**src/hw/rtl/csmh_pkg.sv**
```systemverilog
// Shared constants, command and status types for the chained splitmix64 hash unit.
package csmh_pkg;

  localparam logic [63:0] GOLDEN_GAMMA = 64'h9e37_79b9_7f4a_7c15;
  localparam logic [63:0] MIX_MUL_A    = 64'hbf58_476d_1ce4_e5b9;
  localparam logic [63:0] MIX_MUL_B    = 64'h94d0_49bb_1331_11eb;
  localparam int unsigned MIX_SHIFT_A  = 30;
  localparam int unsigned MIX_SHIFT_B  = 27;
  localparam int unsigned MIX_SHIFT_C  = 31;

  localparam int unsigned WORD_W = 64;
  localparam int unsigned HALF_W = 32;

  typedef logic [1:0] part_t;
  localparam part_t PART_LO_LO = 2'd0;
  localparam part_t PART_LO_HI = 2'd1;
  localparam part_t PART_HI_LO = 2'd2;

  typedef struct packed {
    logic  load;
    logic  mul_en;
    logic  mul_b;
    part_t part;
    logic  finish;
  } dp_cmd_t;

  typedef struct packed {
    logic last;
  } dp_stat_t;

  function automatic logic [63:0] xorshift(input logic [63:0] v, input int unsigned sh);
    xorshift = v ^ (v >> sh);
  endfunction

endpackage

```
**src/hw/rtl/csmh_if.sv**
```systemverilog
// Handshake channel interfaces for the input word stream and the hash results.
interface csmh_in_if;
  logic        valid;
  logic        ready;
  logic [63:0] word;
  logic        last;

  modport source (output valid, output word, output last, input ready);
  modport sink   (input valid, input word, input last, output ready);
endinterface

interface csmh_out_if;
  logic        valid;
  logic        ready;
  logic [63:0] hash_value;

  modport source (output valid, output hash_value, input ready);
  modport sink   (input valid, input hash_value, output ready);
endinterface

```
**src/hw/rtl/csmh_datapath.sv**
```systemverilog
// Datapath: running hash, mixing register and a shared 32x32 partial-product multiplier.
module csmh_datapath (
  input  logic              clk,
  input  logic              rst_n,
  input  logic [63:0]       word,
  input  logic              last,
  input  csmh_pkg::dp_cmd_t cmd,
  output csmh_pkg::dp_stat_t stat,
  output logic [63:0]       hash_value
);

  logic [63:0] run_r;
  logic [63:0] x_r;
  logic [63:0] acc_r;
  logic        last_r;
  logic [63:0] hash_r;

  logic [63:0] konst;
  logic [31:0] mul_x;
  logic [31:0] mul_k;
  logic [63:0] prod;
  logic [31:0] acc_hi_sum;
  logic [63:0] full;
  logic [63:0] premix;

  assign konst = cmd.mul_b ? csmh_pkg::MIX_MUL_B : csmh_pkg::MIX_MUL_A;

  always_comb begin
    case (cmd.part)
      csmh_pkg::PART_LO_LO: begin
        mul_x = x_r[31:0];
        mul_k = konst[31:0];
      end
      csmh_pkg::PART_LO_HI: begin
        mul_x = x_r[31:0];
        mul_k = konst[63:32];
      end
      csmh_pkg::PART_HI_LO: begin
        mul_x = x_r[63:32];
        mul_k = konst[31:0];
      end
      default: begin
        mul_x = x_r[31:0];
        mul_k = konst[31:0];
      end
    endcase
  end

  assign prod       = {32'd0, mul_x} * {32'd0, mul_k};
  assign acc_hi_sum = acc_r[63:32] + prod[31:0];
  assign full       = {acc_hi_sum, acc_r[31:0]};
  assign premix     = csmh_pkg::xorshift((run_r ^ word) + csmh_pkg::GOLDEN_GAMMA,
                                         csmh_pkg::MIX_SHIFT_A);

  always_ff @(posedge clk) begin
    if (!rst_n) begin
      run_r <= '0;
    end else if (cmd.finish) begin
      run_r <= last_r ? 64'd0 : csmh_pkg::xorshift(full, csmh_pkg::MIX_SHIFT_C);
    end
  end

  always_ff @(posedge clk) begin
    if (cmd.load) begin
      x_r    <= premix;
      last_r <= last;
    end else if (cmd.mul_en) begin
      case (cmd.part)
        csmh_pkg::PART_LO_LO: begin
          acc_r <= prod;
        end
        csmh_pkg::PART_LO_HI: begin
          acc_r[63:32] <= acc_hi_sum;
        end
        csmh_pkg::PART_HI_LO: begin
          if (!cmd.mul_b) begin
            x_r <= csmh_pkg::xorshift(full, csmh_pkg::MIX_SHIFT_B);
          end
        end
        default: begin
          acc_r <= acc_r;
        end
      endcase
    end
    if (cmd.finish && last_r) begin
      hash_r <= csmh_pkg::xorshift(full, csmh_pkg::MIX_SHIFT_C);
    end
  end

  assign stat.last  = last_r;
  assign hash_value = hash_r;

endmodule

```
**src/hw/rtl/csmh_ctrl.sv**
```systemverilog
// Controller: sequences the partial products of both multiplies and owns the result valid.
module csmh_ctrl (
  input  logic               clk,
  input  logic               rst_n,
  input  logic               in_valid,
  output logic               in_ready,
  output logic               out_valid,
  input  logic               out_ready,
  input  csmh_pkg::dp_stat_t stat,
  output csmh_pkg::dp_cmd_t  cmd
);

  typedef enum logic [1:0] {
    ST_IDLE,
    ST_MUL_A,
    ST_MUL_B
  } state_t;

  state_t          state_r, state_nxt;
  csmh_pkg::part_t part_r, part_nxt;
  logic            out_valid_r, out_valid_nxt;
  logic            last_step;
  logic            blocked;

  assign last_step = (part_r == csmh_pkg::PART_HI_LO);
  assign blocked   = stat.last && out_valid_r && !out_ready;

  always_comb begin
    cmd.load   = (state_r == ST_IDLE) && in_valid;
    cmd.mul_en = (state_r == ST_MUL_A) || (state_r == ST_MUL_B);
    cmd.mul_b  = (state_r == ST_MUL_B);
    cmd.part   = part_r;
    cmd.finish = (state_r == ST_MUL_B) && last_step && !blocked;
  end

  always_comb begin
    state_nxt     = state_r;
    part_nxt      = part_r;
    out_valid_nxt = (out_valid_r && !out_ready) || (cmd.finish && stat.last);
    case (state_r)
      ST_IDLE: begin
        part_nxt = csmh_pkg::PART_LO_LO;
        if (in_valid) begin
          state_nxt = ST_MUL_A;
        end
      end
      ST_MUL_A: begin
        if (last_step) begin
          state_nxt = ST_MUL_B;
          part_nxt  = csmh_pkg::PART_LO_LO;
        end else begin
          part_nxt = part_r + 2'd1;
        end
      end
      ST_MUL_B: begin
        if (last_step) begin
          if (cmd.finish) begin
            state_nxt = ST_IDLE;
            part_nxt  = csmh_pkg::PART_LO_LO;
          end
        end else begin
          part_nxt = part_r + 2'd1;
        end
      end
      default: begin
        state_nxt = ST_IDLE;
        part_nxt  = csmh_pkg::PART_LO_LO;
      end
    endcase
  end

  always_ff @(posedge clk) begin
    if (!rst_n) begin
      state_r     <= ST_IDLE;
      part_r      <= csmh_pkg::PART_LO_LO;
      out_valid_r <= 1'b0;
    end else begin
      state_r     <= state_nxt;
      part_r      <= part_nxt;
      out_valid_r <= out_valid_nxt;
    end
  end

  assign in_ready  = (state_r == ST_IDLE);
  assign out_valid = out_valid_r;

endmodule

```
**src/hw/rtl/chained_splitmix64_hash_unit.sv**
```systemverilog
// Top level of the chained splitmix64 hash unit.
//
//   Channel   Direction  Payload                  Handshake
//   in_chan   in         word[63:0], last         valid/ready
//   out_chan  out        hash_value[63:0]         valid/ready
//
// An item is folded into the running hash and has the gamma added, then each 64-bit multiply
// runs as three partial products on the single shared 32x32 multiplier.
// An array's hash is registered and offered in the cycle after its last item's final step.
// A result waiting in the output register does not stop the next item; only the final step
// of an array's last item waits while the output register is still full.
// Synchronous reset clears the running hash, the controller and the result valid.
module chained_splitmix64_hash_unit (
  input logic       clk,
  input logic       rst_n,
  csmh_in_if.sink   in_chan,
  csmh_out_if.source out_chan
);

  csmh_pkg::dp_cmd_t  ctl_cmd;
  csmh_pkg::dp_stat_t dp_stat;

  csmh_ctrl u_ctrl (
    .clk       (clk),
    .rst_n     (rst_n),
    .in_valid  (in_chan.valid),
    .in_ready  (in_chan.ready),
    .out_valid (out_chan.valid),
    .out_ready (out_chan.ready),
    .stat      (dp_stat),
    .cmd       (ctl_cmd)
  );

  csmh_datapath u_datapath (
    .clk        (clk),
    .rst_n      (rst_n),
    .word       (in_chan.word),
    .last       (in_chan.last),
    .cmd        (ctl_cmd),
    .stat       (dp_stat),
    .hash_value (out_chan.hash_value)
  );

  a_busy_after_accept: assert property (@(posedge clk) disable iff (!rst_n)
    (in_chan.valid && in_chan.ready) |=> !in_chan.ready)
    else $error("Input accepted while a word was still being mixed.");

  a_result_from_finish: assert property (@(posedge clk) disable iff (!rst_n)
    $rose(out_chan.valid) |-> ($past(ctl_cmd.finish) && $past(dp_stat.last)))
    else $error("Result raised without the last word of an array finishing.");

  a_no_overwrite: assert property (@(posedge clk) disable iff (!rst_n)
    (ctl_cmd.finish && dp_stat.last) |-> (!out_chan.valid || out_chan.ready))
    else $error("Pending result would be overwritten.");

endmodule

```
**src/flat_wrapper.sv**
```systemverilog
// flat-port wrapper written by rule: the top's interface ports become plain ports
module chained_splitmix64_hash_unit_flat 
  (clk, rst_n, in_chan_valid, in_chan_word, in_chan_last, in_chan_ready, out_chan_valid, out_chan_hash_value, out_chan_ready);
  csmh_in_if in_chan_i ();
  csmh_out_if out_chan_i ();
  input logic clk;
  input logic rst_n;
  input wire logic [$bits(in_chan_i.valid)-1:0] in_chan_valid;
  input wire logic [$bits(in_chan_i.word)-1:0] in_chan_word;
  input wire logic [$bits(in_chan_i.last)-1:0] in_chan_last;
  output wire logic [$bits(in_chan_i.ready)-1:0] in_chan_ready;
  output wire logic [$bits(out_chan_i.valid)-1:0] out_chan_valid;
  output wire logic [$bits(out_chan_i.hash_value)-1:0] out_chan_hash_value;
  input wire logic [$bits(out_chan_i.ready)-1:0] out_chan_ready;
  assign in_chan_i.valid = in_chan_valid;
  assign in_chan_i.word = in_chan_word;
  assign in_chan_i.last = in_chan_last;
  assign in_chan_ready = in_chan_i.ready;
  assign out_chan_valid = out_chan_i.valid;
  assign out_chan_hash_value = out_chan_i.hash_value;
  assign out_chan_i.ready = out_chan_ready;
  chained_splitmix64_hash_unit u_core (.clk(clk), .rst_n(rst_n), .in_chan(in_chan_i), .out_chan(out_chan_i));
endmodule
```
**config.mk**
```make
export PLATFORM = sky130hd
export DESIGN_NAME = chained_splitmix64_hash_unit_flat
export DESIGN_NICKNAME = d
export VERILOG_FILES = /design/src/hw/rtl/csmh_pkg.sv /design/src/hw/rtl/csmh_if.sv /design/src/hw/rtl/csmh_datapath.sv /design/src/hw/rtl/csmh_ctrl.sv /design/src/hw/rtl/chained_splitmix64_hash_unit.sv /design/src/flat_wrapper.sv
export SDC_FILE = /design/constraint.sdc
export NUM_CORES = 2
export LEC_CHECK = 0
export ABC_AREA = 1
export BUFFER_PORTS_ARGS = -buffer_cell sky130_fd_sc_hd__buf_2
export CAP_MARGIN = 20
export CORE_ASPECT_RATIO = 1.75
export CORE_MARGIN = 2
export CORE_UTILIZATION = 30
export DETAILED_ROUTE_END_ITERATION = 10
export PLACE_DENSITY = 0.51
export SETUP_SLACK_MARGIN = 0.3
export SLEW_MARGIN = 15
export SYNTH_ARGS = -nofsm -noshare
export SYNTH_HDL_FRONTEND = slang
export SYNTH_SLANG_ARGS = --single-unit
```
**constraint.sdc**
```tcl
create_clock -name clk -period 9.1 [get_ports clk]
set_input_delay 1.82 -clock clk [delete_from_list [all_inputs] [get_ports clk]]
set_output_delay 1.82 -clock clk [all_outputs]
set_load 0.05 [all_outputs]
```
==> results.sh <==
export IMPL_ys_warn_count=0
export IMPL_htreeDepth=1
export IMPL_critPathArrivalTime_ps=9530
export IMPL_placeable_core_region_um2=156000
export IMPL_endpoint_class_of_the_critical_path="flip-flop"
export IMPL_die_area_um2=161000
export IMPL_grt_first_pass_wirelength_mm=343
export IMPL_postSynthRegisterBits=262
export IMPL_timing_slew_headroom_pct=22.7
export IMPL_whs_ps=483
export IMPL_post_dp_hpwl_mm=218
export IMPL_fillCellCount=16141
export IMPL_critPathMaxStageDelay_ps=580
export IMPL_timing_critical_path_required_ps=9450
export IMPL_clk_pin_slew_worst_paths_ps=80
export IMPL_syn_instance_count=5755
export IMPL_layout_cells_most_common_list="sky130_fd_sc_hd__inv_1, sky130_fd_sc_hd__nand2_1, sky130_fd_sc_hd__fa_1, sky130_fd_sc_hd__buf_4, sky130_fd_sc_hd__nor2_1"
export IMPL_drt_first_pass_iters=5
export IMPL_hold_class="reg -> reg"
export IMPL_count_of_final_max_slew_check_failures=0
export IMPL_stdcell_count=8736
export IMPL_grt_total_usage_pct=30.8
export IMPL_clk_root_buffer_cell="sky130_fd_sc_hd__clkbuf_16"
export IMPL_placedInstanceArea_um2=56300
export IMPL_post_synth_cell_area_avg_um2=8.21
export IMPL_io_pin_count=135
export IMPL_fin_nets=7935
export IMPL_tightestPinTransition_ps=1150
export IMPL_final_hold_violation_count=0
export IMPL_preCtsSetupSlack_ps=-929
export IMPL_startpoint_type_of_the_worst_setup_path="flip-flop"
export IMPL_grt_overflow_total=0
export IMPL_tritoncts="built"
export IMPL_clock_tree_buffer_depth=3
export IMPL_final_layout_size_suffix_gt1_share_pct=24.2
export IMPL_fp_dieW_um=304
export IMPL_drt_iter0_markers=2578
export IMPL_numCtsBuffers=23
export IMPL_synth_top_cells_by_area="sky130_fd_sc_hd__fa_1, sky130_fd_sc_hd__edfxtp_1, sky130_fd_sc_hd__inv_1"
export IMPL_first_global_vias=47427
export IMPL_most_common_cell_after_layout_fill_and_taps_aside="sky130_fd_sc_hd__inv_1"
export IMPL_synth_edf_count=193
export IMPL_timing_clock_skew_ps=29.7
export IMPL_final_min_period_over_clock_period_pct=101
export IMPL_max_cap_check_violation_count=0
export IMPL_wl_per_cell_um=28.5
export IMPL_antenna_found_initial=4
export IMPL_vias_per_cell=4.94
export IMPL_globalplace_congestion=1.06
export IMPL_die_y_um=529
export IMPL_layout_setup_ws_ps=-73.5
export IMPL_grt_setup_unrepaired="yes"
export IMPL_most_used_flip_flop_cell_after_synthesis="sky130_fd_sc_hd__edfxtp_1"
export IMPL_critical_path_max_fanout=5
export IMPL_area_growth_synth_to_final_pct=28.3
export IMPL_ant_nets=0
export IMPL_synthDominantAreaCellType="sky130_fd_sc_hd__fa_1"
export IMPL_drc=0
export IMPL_synth_async_reset_ratio_pct=0
export IMPL_setup_worst_path_class="reg -> reg"
export IMPL_number_of_port_buffers=134
export IMPL_floorplan_initialDensity_pct=30.2
export IMPL_synth_top_area_share_pct=34.6
export IMPL_clk_latency_ps=610
export IMPL_synth_yosys_seq_area_share_pct=15.2
export IMPL_timing_final_crit_period_ps=9170
export IMPL_placed_cells=8599
export IMPL_setup_viol=3
export IMPL_fmaxAchievable_ghz=0.109
export IMPL_status="finished, violations left"
export IMPL_synthesis_area_um2=47300
export IMPL_cts_sink_count=262
export IMPL_final_cell_area_um2=60700
export IMPL_ys_types=53
export IMPL_row_count=192
export IMPL_failing_checks="setup timing"
export IMPL_vias=43160
export IMPL_grt_start_max_net_pins=67
export IMPL_cpMaxStageDelayCell="sky130_fd_sc_hd__fa_1"
export IMPL_wl_mm=249
per-stage QoR:
stage               setup TNS, ps  util (%)
CTS                             0      37.7
global placement           -48730      36.0
finish                       -119      38.8
global route                -6320      38.8
floorplan                       0         -
detailed placement         -51350      36.0
layout make-up:
cell class                 count  area, um^2  share of cell area (%)
timing repair buffer         996        7850                    12.9
tap                         2037        2550                    4.20
clock inverter                19         150                   0.247
antenna                        4        10.0                  0.0165
inverter                    1395        5300                    8.73
sequential                   262        7180                    11.8
multi-input combinational   4000       37100                    61.1
clock buffer                  23         576                   0.949
synthesized netlist by cell type (all sizes together) (6+ instances only):
cell and number:
o21ai 204, ha 372, inv 1387, edfxtp 193
a21o 18, a21boi 6, and2 9, clkinv 8
xnor2 84, xor2 137, nand3b 25, o21bai 22
buf 30, nand4 28, fa 816, dfxtp 69
or2 27, nor4 6, nand2 1063, nor2 596
nand3 280, a31oi 29, clkbuf 69, a21oi 218
nor3 36
critical path, delay by kind of cell, from the launching register on:
| kind | cells | cell delay (ps) |
|---|---|---|
| DFF | 1 | 340 |
| adders and majority gates | 10 | 4680 |
| buffers and inverters | 15 | 1600 |
| xor gates and xnor gates | 1 | 440 |
| AOI/OAI and AO/OA | 4 | 600 |
| and+or+nand+nor | 12 | 1210 |
flip-flops by register name, indices dropped and copies added (netlist names):
signal                        flops
u_core.u_datapath.acc_r          64
u_core.u_datapath.run_r          64
u_core.u_datapath.x_r            64
u_core.u_ctrl.state_r             2
u_core.u_ctrl.part_r              2
u_core.u_datapath.hash_value     64
u_core.u_ctrl.out_valid           1
u_core.u_datapath.stat            1
cells by family (layout without fill, tap and decap cells):
| family | count (synthesis) | count (layout) | synth area share [%] |
|---|---|---|---|
| other | 1 | 6 | 0.00793 |
| adders and majority gates | 1188 | 1188 | 44.4 |
| AOI/OAI and AO/OA | 515 | 515 | 6.04 |
| and+or+nand+nor | 2073 | 2073 | 18.0 |
| buffers and inverters | 1494 | 2433 | 11.9 |
| xor gates and xnor gates | 222 | 222 | 4.41 |
| DFF | 262 | 262 | 15.2 |
repair_timing:
action / CTS / global route
setup endpoints to repair: 151 / 155
pin swaps: 90 / 136
setup buffers: 50 / 36
hold buffers: 0 / 0
gates cloned: 2 / 1
gates resized for setup: 376 / 346
layer usage:
layer	GRT usage (%)	routed length, um
met1	26.0	71000
met2	58.1	131000
met3	3.29	9370
met4	36.5	37800
met5	0	0
worst paths after layout:
kind                               start                     endpoint  slack (ps)  cells after the start
max              u_core.u_ctrl.part_r[1]    u_core.u_datapath.x_r[35]         -70                     42
max reg2reg      u_core.u_ctrl.part_r[1]    u_core.u_datapath.x_r[35]         -70                     42
min          u_core.u_datapath.run_r[53]  u_core.u_datapath.run_r[53]         480                      2
min reg2reg  u_core.u_datapath.run_r[53]  u_core.u_datapath.run_r[53]         480                      2
Power is not shown: default switching activity piles up to over one toggle a cycle in this logic, so the estimate is an artifact.
